==> src/hdl/qlcm_pkg.sv <==
// Shared types and constants for the queued lock and condition manager.
package qlcm_pkg;

  // Request operation after classification of the kind field
  typedef enum logic [3:0] {
    OP_LOCK_CREATE  = 4'd0,
    OP_ACQUIRE      = 4'd1,
    OP_RELEASE      = 4'd2,
    OP_LOCK_DESTROY = 4'd3,
    OP_COND_CREATE  = 4'd4,
    OP_SIGNAL       = 4'd5,
    OP_WAIT         = 4'd6,
    OP_BROADCAST    = 4'd7,
    OP_COND_DESTROY = 4'd8,
    OP_NONE         = 4'd15
  } op_t;

  // Classified request as it travels through the request queue
  typedef struct packed {
    op_t         op;
    logic [15:0] who;
    logic [7:0]  lock_id;
    logic [7:0]  cond_id;
    logic [31:0] key;
    logic        lock_ok;
    logic        cond_ok;
  } req_t;

  // Sequencer states of the execution unit
  typedef enum logic [3:0] {
    S_IDLE,
    S_DECODE,
    S_STAT,
    S_SCAN_A,
    S_SCAN_B,
    S_CR_HIT,
    S_CR_NEW,
    S_EXEC,
    S_TAKE,
    S_G_RD,
    S_G_DATA,
    S_REL_OK,
    S_POP_RD,
    S_POP_DATA,
    S_SIG_OK,
    S_BC_LOOP
  } state_t;

  localparam logic [7:0] REFS_MAX = 8'd255;

endpackage

==> src/hdl/qlcm_front.sv <==
// Request intake: classifies each request and holds it in a two-entry queue.
module qlcm_front #(
  parameter int NUM_LOCKS = 16,
  parameter int NUM_CONDS = 16
) (
  input  logic                clk,
  input  logic                rst,
  input  logic                in_valid,
  output logic                in_stall,
  input  logic [3:0]          kind,
  input  logic [7:0]          client_machine,
  input  logic [7:0]          client_mailbox,
  input  logic [7:0]          lock_index,
  input  logic [7:0]          cond_index,
  input  logic [31:0]         name_key,
  output logic                q_valid,
  output qlcm_pkg::req_t      q_req,
  input  logic                q_pop
);
  import qlcm_pkg::*;

  req_t       cls;
  req_t       slot [2];
  logic       rd_ptr;
  logic       wr_ptr;
  logic [1:0] fill;
  logic       push;

  // Classify the incoming request
  always_comb begin
    cls.who     = {client_machine, client_mailbox};
    cls.lock_id = lock_index;
    cls.cond_id = cond_index;
    cls.key     = name_key;
    cls.lock_ok = 9'(lock_index) < 9'(NUM_LOCKS);
    cls.cond_ok = 9'(cond_index) < 9'(NUM_CONDS);
    unique case (kind)
      4'd0:    cls.op = OP_LOCK_CREATE;
      4'd1:    cls.op = OP_ACQUIRE;
      4'd2:    cls.op = OP_RELEASE;
      4'd3:    cls.op = OP_LOCK_DESTROY;
      4'd4:    cls.op = OP_COND_CREATE;
      4'd5:    cls.op = OP_SIGNAL;
      4'd6:    cls.op = OP_WAIT;
      4'd7:    cls.op = OP_BROADCAST;
      4'd8:    cls.op = OP_COND_DESTROY;
      default: cls.op = OP_NONE;
    endcase
  end

  assign in_stall = (fill == 2'd2);
  assign push     = in_valid && !in_stall;
  assign q_valid  = (fill != 2'd0);
  assign q_req    = slot[rd_ptr];

  // Queue storage
  always_ff @(posedge clk) begin
    if (push) begin
      slot[wr_ptr] <= cls;
    end
  end

  // Queue pointers
  always_ff @(posedge clk) begin
    if (rst) begin
      rd_ptr <= 1'b0;
      wr_ptr <= 1'b0;
      fill   <= 2'd0;
    end else begin
      if (push) begin
        wr_ptr <= ~wr_ptr;
      end
      if (q_pop) begin
        rd_ptr <= ~rd_ptr;
      end
      fill <= fill + 2'(push) - 2'(q_pop);
    end
  end

endmodule

==> config.mk <==
export PLATFORM = sky130hd
export DESIGN_NAME = qlcm_front
export DESIGN_NICKNAME = d
export VERILOG_FILES = /design/src/hdl/qlcm_pkg.sv /design/src/hdl/qlcm_front.sv
export SDC_FILE = /design/constraint.sdc
export NUM_CORES = 1
export LEC_CHECK = 0
export BUFFER_PORTS_ARGS = -buffer_cell sky130_fd_sc_hd__buf_2
export CORE_ASPECT_RATIO = 0.7
export CORE_MARGIN = 1
export CORE_UTILIZATION = 47
export CTS_CLUSTER_DIAMETER = 100
export CTS_CLUSTER_SIZE = 30
export DETAILED_ROUTE_END_ITERATION = 7
export GPL_TIMING_DRIVEN = 0
export PLACE_DENSITY = 0.75
export SETUP_SLACK_MARGIN = 0.05
export SLEW_MARGIN = 20
export SYNTH_ARGS = -nofsm -noshare
export SYNTH_HDL_FRONTEND = slang
export SYNTH_SLANG_ARGS = --single-unit
==> constraint.sdc <==
create_clock -name clk -period 2.7 [get_ports clk]
set_input_delay 0.135 -clock clk [delete_from_list [all_inputs] [get_ports clk]]
set_output_delay 0.135 -clock clk [all_outputs]
set_load 0.05 [all_outputs]
# == Word level (Yosys, flattened, before mapping) ==
# Memories as Yosys holds them, arrays and structs flattened. A register that Yosys moved wholly into a read port is not among the register bits.
# Index checks and enable logic that the tools add are counted.
# classes
bitwise,2
multipliers,0
n_addsub,2
div,0
n_eq_ne,1
muxes,4
shift,0
reduce_logical,3
n_lt_le_gt_ge,2
# ops
op,n
"< comparator 8 x 5 -> 1 bit, second input constant",2
two-way mux 1 bit,4
adder 2 x 1 -> 2 bit,1
"== test 2 bit, second input constant",1
NOT 1 bit,2
nonzero test 2 bit,1
subtractor 2 x 1 -> 2 bit,1
logical AND 1 bit,1
zero test 1 bit,1
# totals
n_memories,2
register_bits,4
latch_bits,0
wordCells,19
rom_bits,64
ramBits,140
# memory_table
name,words,width,rd,rd_ports_with_merged_regs,write_ports,line,rtl
slot,2,70,1,1,1,qlcm_front.sv:23,req_t slot [2];
(no name shown),16,4,1,0,0,qlcm_front.sv:37,unique case (kind)

# == Depth between registers and ports, before layout ==
# Gate-level depths: netlist of run 1.
# logic_depth
depth_word,5
ltp_mapped,8
depth_no_buf,8

# == Least setup slack after synthesis of run 1 ==
# OpenSTA, ideal clock, no wires.
# synth_path
path_type,reg-to-reg
from,register fill[0]
to,memory slot[0][0] (netlist name) (enable)
setup_time_ns,0.424
path_slack_ns,-0.013
path_buffers,0
stages_incl_launch_ff,5
arrival_time_ns,2.289
cell_sequence,dfxtp_1 nand2b_2 inv_2 or3_1 inv_1
# synth_between
elab_chain_len,5
# synth_rtl
item,line,rtl
from (decl),qlcm_front.sv:26,logic [1:0] fill;
from (signal assigned),qlcm_front.sv:76,fill <= fill + 2'(push) - 2'(q_pop);
== test 2 bit,qlcm_front.sv:51,assign in_stall = (fill == 2'd2);
via in_stall,qlcm_front.sv:9,"output logic in_stall,"
zero test 1 bit,qlcm_front.sv:52,assign push = in_valid && !in_stall;
logical AND 1 bit,qlcm_front.sv:52,
two-way mux 1 bit,qlcm_front.sv:58,if (push) begin
two-way mux 1 bit (not written as such),qlcm_front.sv:59,slot[wr_ptr] <= cls;
to (decl),qlcm_front.sv:23,
# The timed path passes the listed nets, and every way through them passes these cells.

==> reports/results.ini, run 1 <==
[outcome]
outcome=completed

[critical_path]
worstSetupPathType=flip-flop to output pin
crit_family=buffers and inverters
worstRegToRegCells=5
slowest_stage=mux2_2
critPathLaunchType=flip-flop
cp_cell_sequence=buf_2 > buf_6 > mux2_2 > buf_2
critPathMaxStageDelay_ns=0.37
path_common_cell=buf_2
crit_buf_inv=3
cp-end-kind=output pin
worstPathMaxFanout=10
cp.depth=4
cp.required_ns=2.57
crit_arrival_ns=1.82

[cts]
insertion_delay_ns=0.41
clockBufferDepth=2
clockRootBuffer=clkbuf_16
cts.reportedPaths.clkPinSlew_ns=0.06
cts_tree=built
cts_buffers=17
clock-sinks=145
holdBufCountCts=66
htree_num_levels=4
cts_setup_buffers=0
cts_resized=0

[yosys]
syn_area_per_cell_sq_um=21.2
ys_ff_latch=145
synth_area_leader_cell=edfxtp_1
syn_area_sq_mm=0.00535
post-synth-top-count-cell=edfxtp_1
synth_commonest_cells=edfxtp_1, mux2_2, buf_6, dfxtp_1, o21ai_0
synth.distinct_cells=23
synth_edf_count=140
ys.flop_type=edfxtp_1
yosys_warnings=0
synth_top_area_share=0.786
syn_nets=326
ys_seq_area_frac=0.804
synthCells=252
yosys-top-cells-area=edfxtp_1, mux2_2, dfxtp_1
synthArstFlopShare=0

[drt]
vias=3076
ant_nets=0
drtPass1Iterations=4
drc=0
dr.first_iter.drc_count=155
finalWirelength_microns=11000
wl_met3_microns=823
top_layer=met4
drt-met1-wl_microns=4410
met2WireLength_microns=5570
viasPerCell=4.74
routedWlPerCell_microns=16.9

[floorplan]
initial_utilization=0.484
pin_count=144
die_h_microns=91.3
die-area_sq_mm=0.0118
core_area_sq_mm=0.0111
fp.dieW_microns=130
rows=32

[final_layout]
utilization=0.685
fin_nets=557
final_cells=649
n_antenna_cell=0
drive_above_1_share=0.522
area_growth_syn_to_layout_pct=41.4

[sta]
tightest_slew_ns=0.537
setup_viol=0
drv_slew=0
layout_min_cycle_time_ns=1.96
hold_violations=0
maxSlewHeadroom=0.642
fmax_mhz=511
finalClockSkew_ns=0.00567
grt_setup_unrepaired=no
period_share=0.725
finalSetupTns_ns=0
worst_slack_ns=0.742

[power_and_ir_drop]
power_density_mw_per_mm2=840
power_mw=6.35
leakagePower_nw=2.88
max-vdd-ir-drop_v=0.000601

[placement]
place_inst=551
port_buffers=143
hpwl_microns=6440
gp_congestion=0.702
post-place-ws_ns=0.816

[min_path]
min_path_cells=3
hold_class=primary input to flip-flop

[global_routing]
grt_max_degree=37
track_usage=0.196
grt_pass1_vias=3395
grt_pass1_wl_microns=16800
grt-ovfl-total=0
antenna_found_initial=0

[job]
maxCapViolations=0

[tightest hold or removal path, cell delays in order]
cell	delay, ns
buf_2	0.11
xnor2_1	0.08
nor2_1	0.09
[power by group]
| group | internal (mW) | switching (mW) | total, mW |
|---|---|---|---|
| Clock | 1.36 | 0.882 | 2.24 |
| Combinational | 0.421 | 0.919 | 1.34 |
| Sequential | 2.72 | 0.0524 | 2.77 |
| Total | 4.50 | 1.85 | 6.35 |
[routing by layer]
| layer | vias up | GRT usage |
|---|---|---|
| met2 | 114 | 0.341 |
| met5 | - | 0 |
| met4 | 0 | 0.0785 |
| li1 | 1453 | - |
| met3 | 13 | 0.0666 |
| met1 | 1496 | 0.220 |
[per-stage QoR]
| stage | hold WS (ns) | area (sq um) |
|---|---|---|
| 2_1_floorplan | 0.204 | 5360 |
| 3_5_place_dp | 0.326 | 6330 |
| 5_1_grt | 0.0659 | 7570 |
| 3_3_place_gp | 0.322 | 6260 |
| 6_report | 0.0430 | 7570 |
| 4_1_cts | 0.0274 | 7570 |
[cells in the final DEF, fill, tap and decap left out, drive strengths merged, types with 2 or more instances in the layout]
master	n
nor2	3
bufinv	2
nor4	2
clkinvlp	3
clkbuf	19
o21ai	4
edfxtp	140
mux2	70
ha	2
nand2b	4
inv	4
clkinv	8
buf	154
dfxtp	5
dlygate4sd3	66
[cell type report]
cell class / instances / area [sq um]
inverter: 4 / 18.8
buffer: 8 / 83.8
sequential: 145 / 4300
clock buffer: 19 / 433
clock inverter: 13 / 139
tap: 153 / 191
multi-input combinational: 95 / 952
timing repair buffer: 212 / 1440
fill: 756 / 3480
[cell families after synthesis]
family | share of synthesized area
muxes | 0.147
and+or+nand+nor | 0.0173
buffers and inverters | 0.0185
xor gates and xnor gates | 0.00327
AOI/OAI and AO/OA | 0.00468
DFF | 0.804
adders and majority gates | 0.00468
[path summary, 6_finish.rpt]
kind	start	to	slack (ns)
worst min register to register	wr_ptr$_SDFFE_PP0P_	wr_ptr$_SDFFE_PP0P_	0.49
worst min-delay path	q_pop	rd_ptr$_SDFFE_PP0P_	0.04
worst max register to register	fill[0]$_SDFF_PP0_	slot[0][23]$_DFFE_PP_	0.81
worst max-delay path	flip-flop	q_req[62]	0.74
[state kept, by name, indices dropped and copies added (netlist names), named ones only]
name    count
rd_ptr      1
wr_ptr      1
fill        2
slot      140
Power figures use the tool's default switching activity.
==> run 2, diff against run 1 <==
==> constraint.sdc (replaced) <==
create_clock -name clk -period 1.7 [get_ports clk]
set_input_delay 0.085 -clock clk [delete_from_list [all_inputs] [get_ports clk]]
set_output_delay 0.085 -clock clk [all_outputs]
set_load 0.05 [all_outputs]
==> run 2 against run 1 <==
  * Count of clock-buffer cells in the layout rose by 1
  * Worst setup slack got worse by 0.73 ns
  * Via count rose by 5.2%
  * Global-route usage rose by 3.3 points
  * Sequential cell count did not move
  * Design area rose by 17%
  * Largest cell class unchanged
==> reports/results.ini, run 2 (synthesized netlist as in run 1, its figures left out) <==
[job]
maxCapViolations=0

[cts]
htree_num_levels=4
insertion_delay_ns=0.41
cts_buffers=17
clock-sinks=145
clockBufferDepth=2
cts.reportedPaths.clkPinSlew_ns=0.06
cts_tree=built
clockRootBuffer=clkbuf_16

[min_path]
min_path_cells=2
min-delay-start=kind[2]
hold_path_end=slot[0][68]$_DFFE_PP_
hold_class=primary input to flip-flop

[floorplan]
core_area_sq_mm=0.0111
initial_utilization=0.484
die-area_sq_mm=0.0118
rows=32
fp.dieW_microns=130
pin_count=144
die_h_microns=91.3

[final_layout]
ff_latch_area_sq_mm=0.00431
top_register=slot
layout_commonest_cell=edfxtp_1
reg.largest.list=slot x140, fill x2
area_growth_syn_to_layout_pct=65.9
drive_above_1_share=0.532
largest_register_ff_count=140
utilization=0.804
n_antenna_cell=0
final_cell_mix=edfxtp_1, buf_2, dlygate4sd3_1, buf_8, mux2_4
multi_input_area_sq_mm=0.00122
fin_area_sq_mm=0.00888
fin_nets=570
fill_cells=576

[critical_path]
cp.required_ns=1.62
crit_arrival_ns=1.60
worstPathMaxFanout=10
crit_family=buffers and inverters
crit_buf_inv=3
path_common_cell=buf_12
worstSetupPathType=flip-flop to output pin
critPathMaxStageDelay_ns=0.38
slowest_stage=dfxtp_4
worstRegToRegCells=5
ff2ff_setup_slack_ns=0.07
critPathLaunchType=flip-flop
cp_cell_sequence=buf_12 > buf_12 > mux2_2 > buf_8
regToRegEndpoint=slot[0][50]$_DFFE_PP_
timing.rr.start=fill[0]$_SDFF_PP0_
cp-end-kind=output pin

[sta]
whs_ns=0.0222
finalClockSkew_ns=0.00848
fmax_mhz=594
period_share=0.990
setup_viol=0
finalSetupTns_ns=0
drv_slew=0
hold_violations=0
maxSlewHeadroom=0.682
tightest_slew_ns=0.473
grt_setup_unrepaired=yes
layout_min_cycle_time_ns=1.68

[drt]
drt-met1-wl_microns=5340
vias=3237
ant_nets=0
drtPass1Iterations=5
top_layer=met4
drc=0
finalWirelength_microns=13600
viasPerCell=4.89
wl_met3_microns=873
dr.first_iter.drc_count=196
routedWlPerCell_microns=20.6
met2WireLength_microns=7270

[power_and_ir_drop]
power_density_mw_per_mm2=1310
max-vdd-ir-drop_v=0.000922
power_mw=11.7
leakagePower_nw=3.52

[placement]
port_buffers=143
dpl_cell_area_sq_mm=0.00636
gp_congestion=0.720
hpwl_microns=6260

[global_routing]
grt_pass1_vias=3559
track_usage=0.228
grt_pass1_wl_microns=19300
grt-ovfl-total=0
antenna_found_initial=0
grt_max_degree=45

[outcome]
outcome=completed

[run 2: cell count changes in the layout (fill, tap and decap cells not counted), sizes merged]
| cell | previous run | this run |
|---|---|---|
| buf | 154 | 159 |
| bufinv | 2 | 6 |
| clkbuf | 19 | 23 |
| clkinv | 8 | 5 |
| dlygate4sd3 | 66 | 69 |
| and3 | 1 | 2 |
| inv | 4 | 3 |
[run 2: how the worst max path moves through the flow]
stage | startpoint | end | slack [ns] | cells past startpoint
after detailed placement | fill[0]$_SDFF_PP0_ | slot[0][63]$_DFFE_PP_ | -0.45 | 6
after global routing | flip-flop | q_req[19] | -0.03 | 4
final | flip-flop | q_req[19] | 0.02 | 4
after CTS | flip-flop | q_req[23] | 0.002 | 4
after global placement | fill[0]$_SDFF_PP0_ | slot[0][57]$_DFFE_PP_ | -0.89 | 4
after floorplan | fill[0]$_SDFF_PP0_ | slot[0][0]$_DFFE_PP_ | -0.39 | 4
[run 2: power breakdown]
group          total [mW]  switching, mW  internal (mW)
clock                4.11           1.38           2.74
sequential           4.44          0.114           4.32
combinational        3.11           1.70           1.41
total                11.7           3.19           8.47
[run 2: per-stage QoR]
step	setup WS, ns	std cells
after floorplan	-0.388	252
after global routing	-0.0293	662
after CTS	0.00208	658
final	0.0166	662
after detailed placement	-0.452	551
after global placement	-0.891	548
[run 2: layout make-up]
type,instances,share of cell area
plain buffers,8,0.0180
clock buffers,20,0.0492
clock inverters,12,0.0240
inverters,4,0.00296
multi-input cells,96,0.137
flip-flops and latches,145,0.485
well taps,153,0.0216
repair buffers,223,0.261
repair inverters,1,0.000845
[run 2: worst register-to-register path: stages, from the launching register on]
cell and delay, ns:
dfxtp_2 0.33, nand2b_4 0.16, inv_8 0.03, or3_4 0.38, clkinvlp_4 0.17, buf_12 0.23
[run 2: timing repair]
action,CTS,global route
cloned,4,3
endpoints found under the hold margin,139,0
setup endpoints to repair,184,103
resized for setup,275,24
pin swaps,1,0
hold buffers,69,0
setup buffers,3,1
[run 2: routing by layer]
metal,global-route usage,vias to the layer above
li1,-,1487
met1,0.262,1616
met2,0.408,124
met3,0.0613,10
met4,0.0843,0
met5,0,-
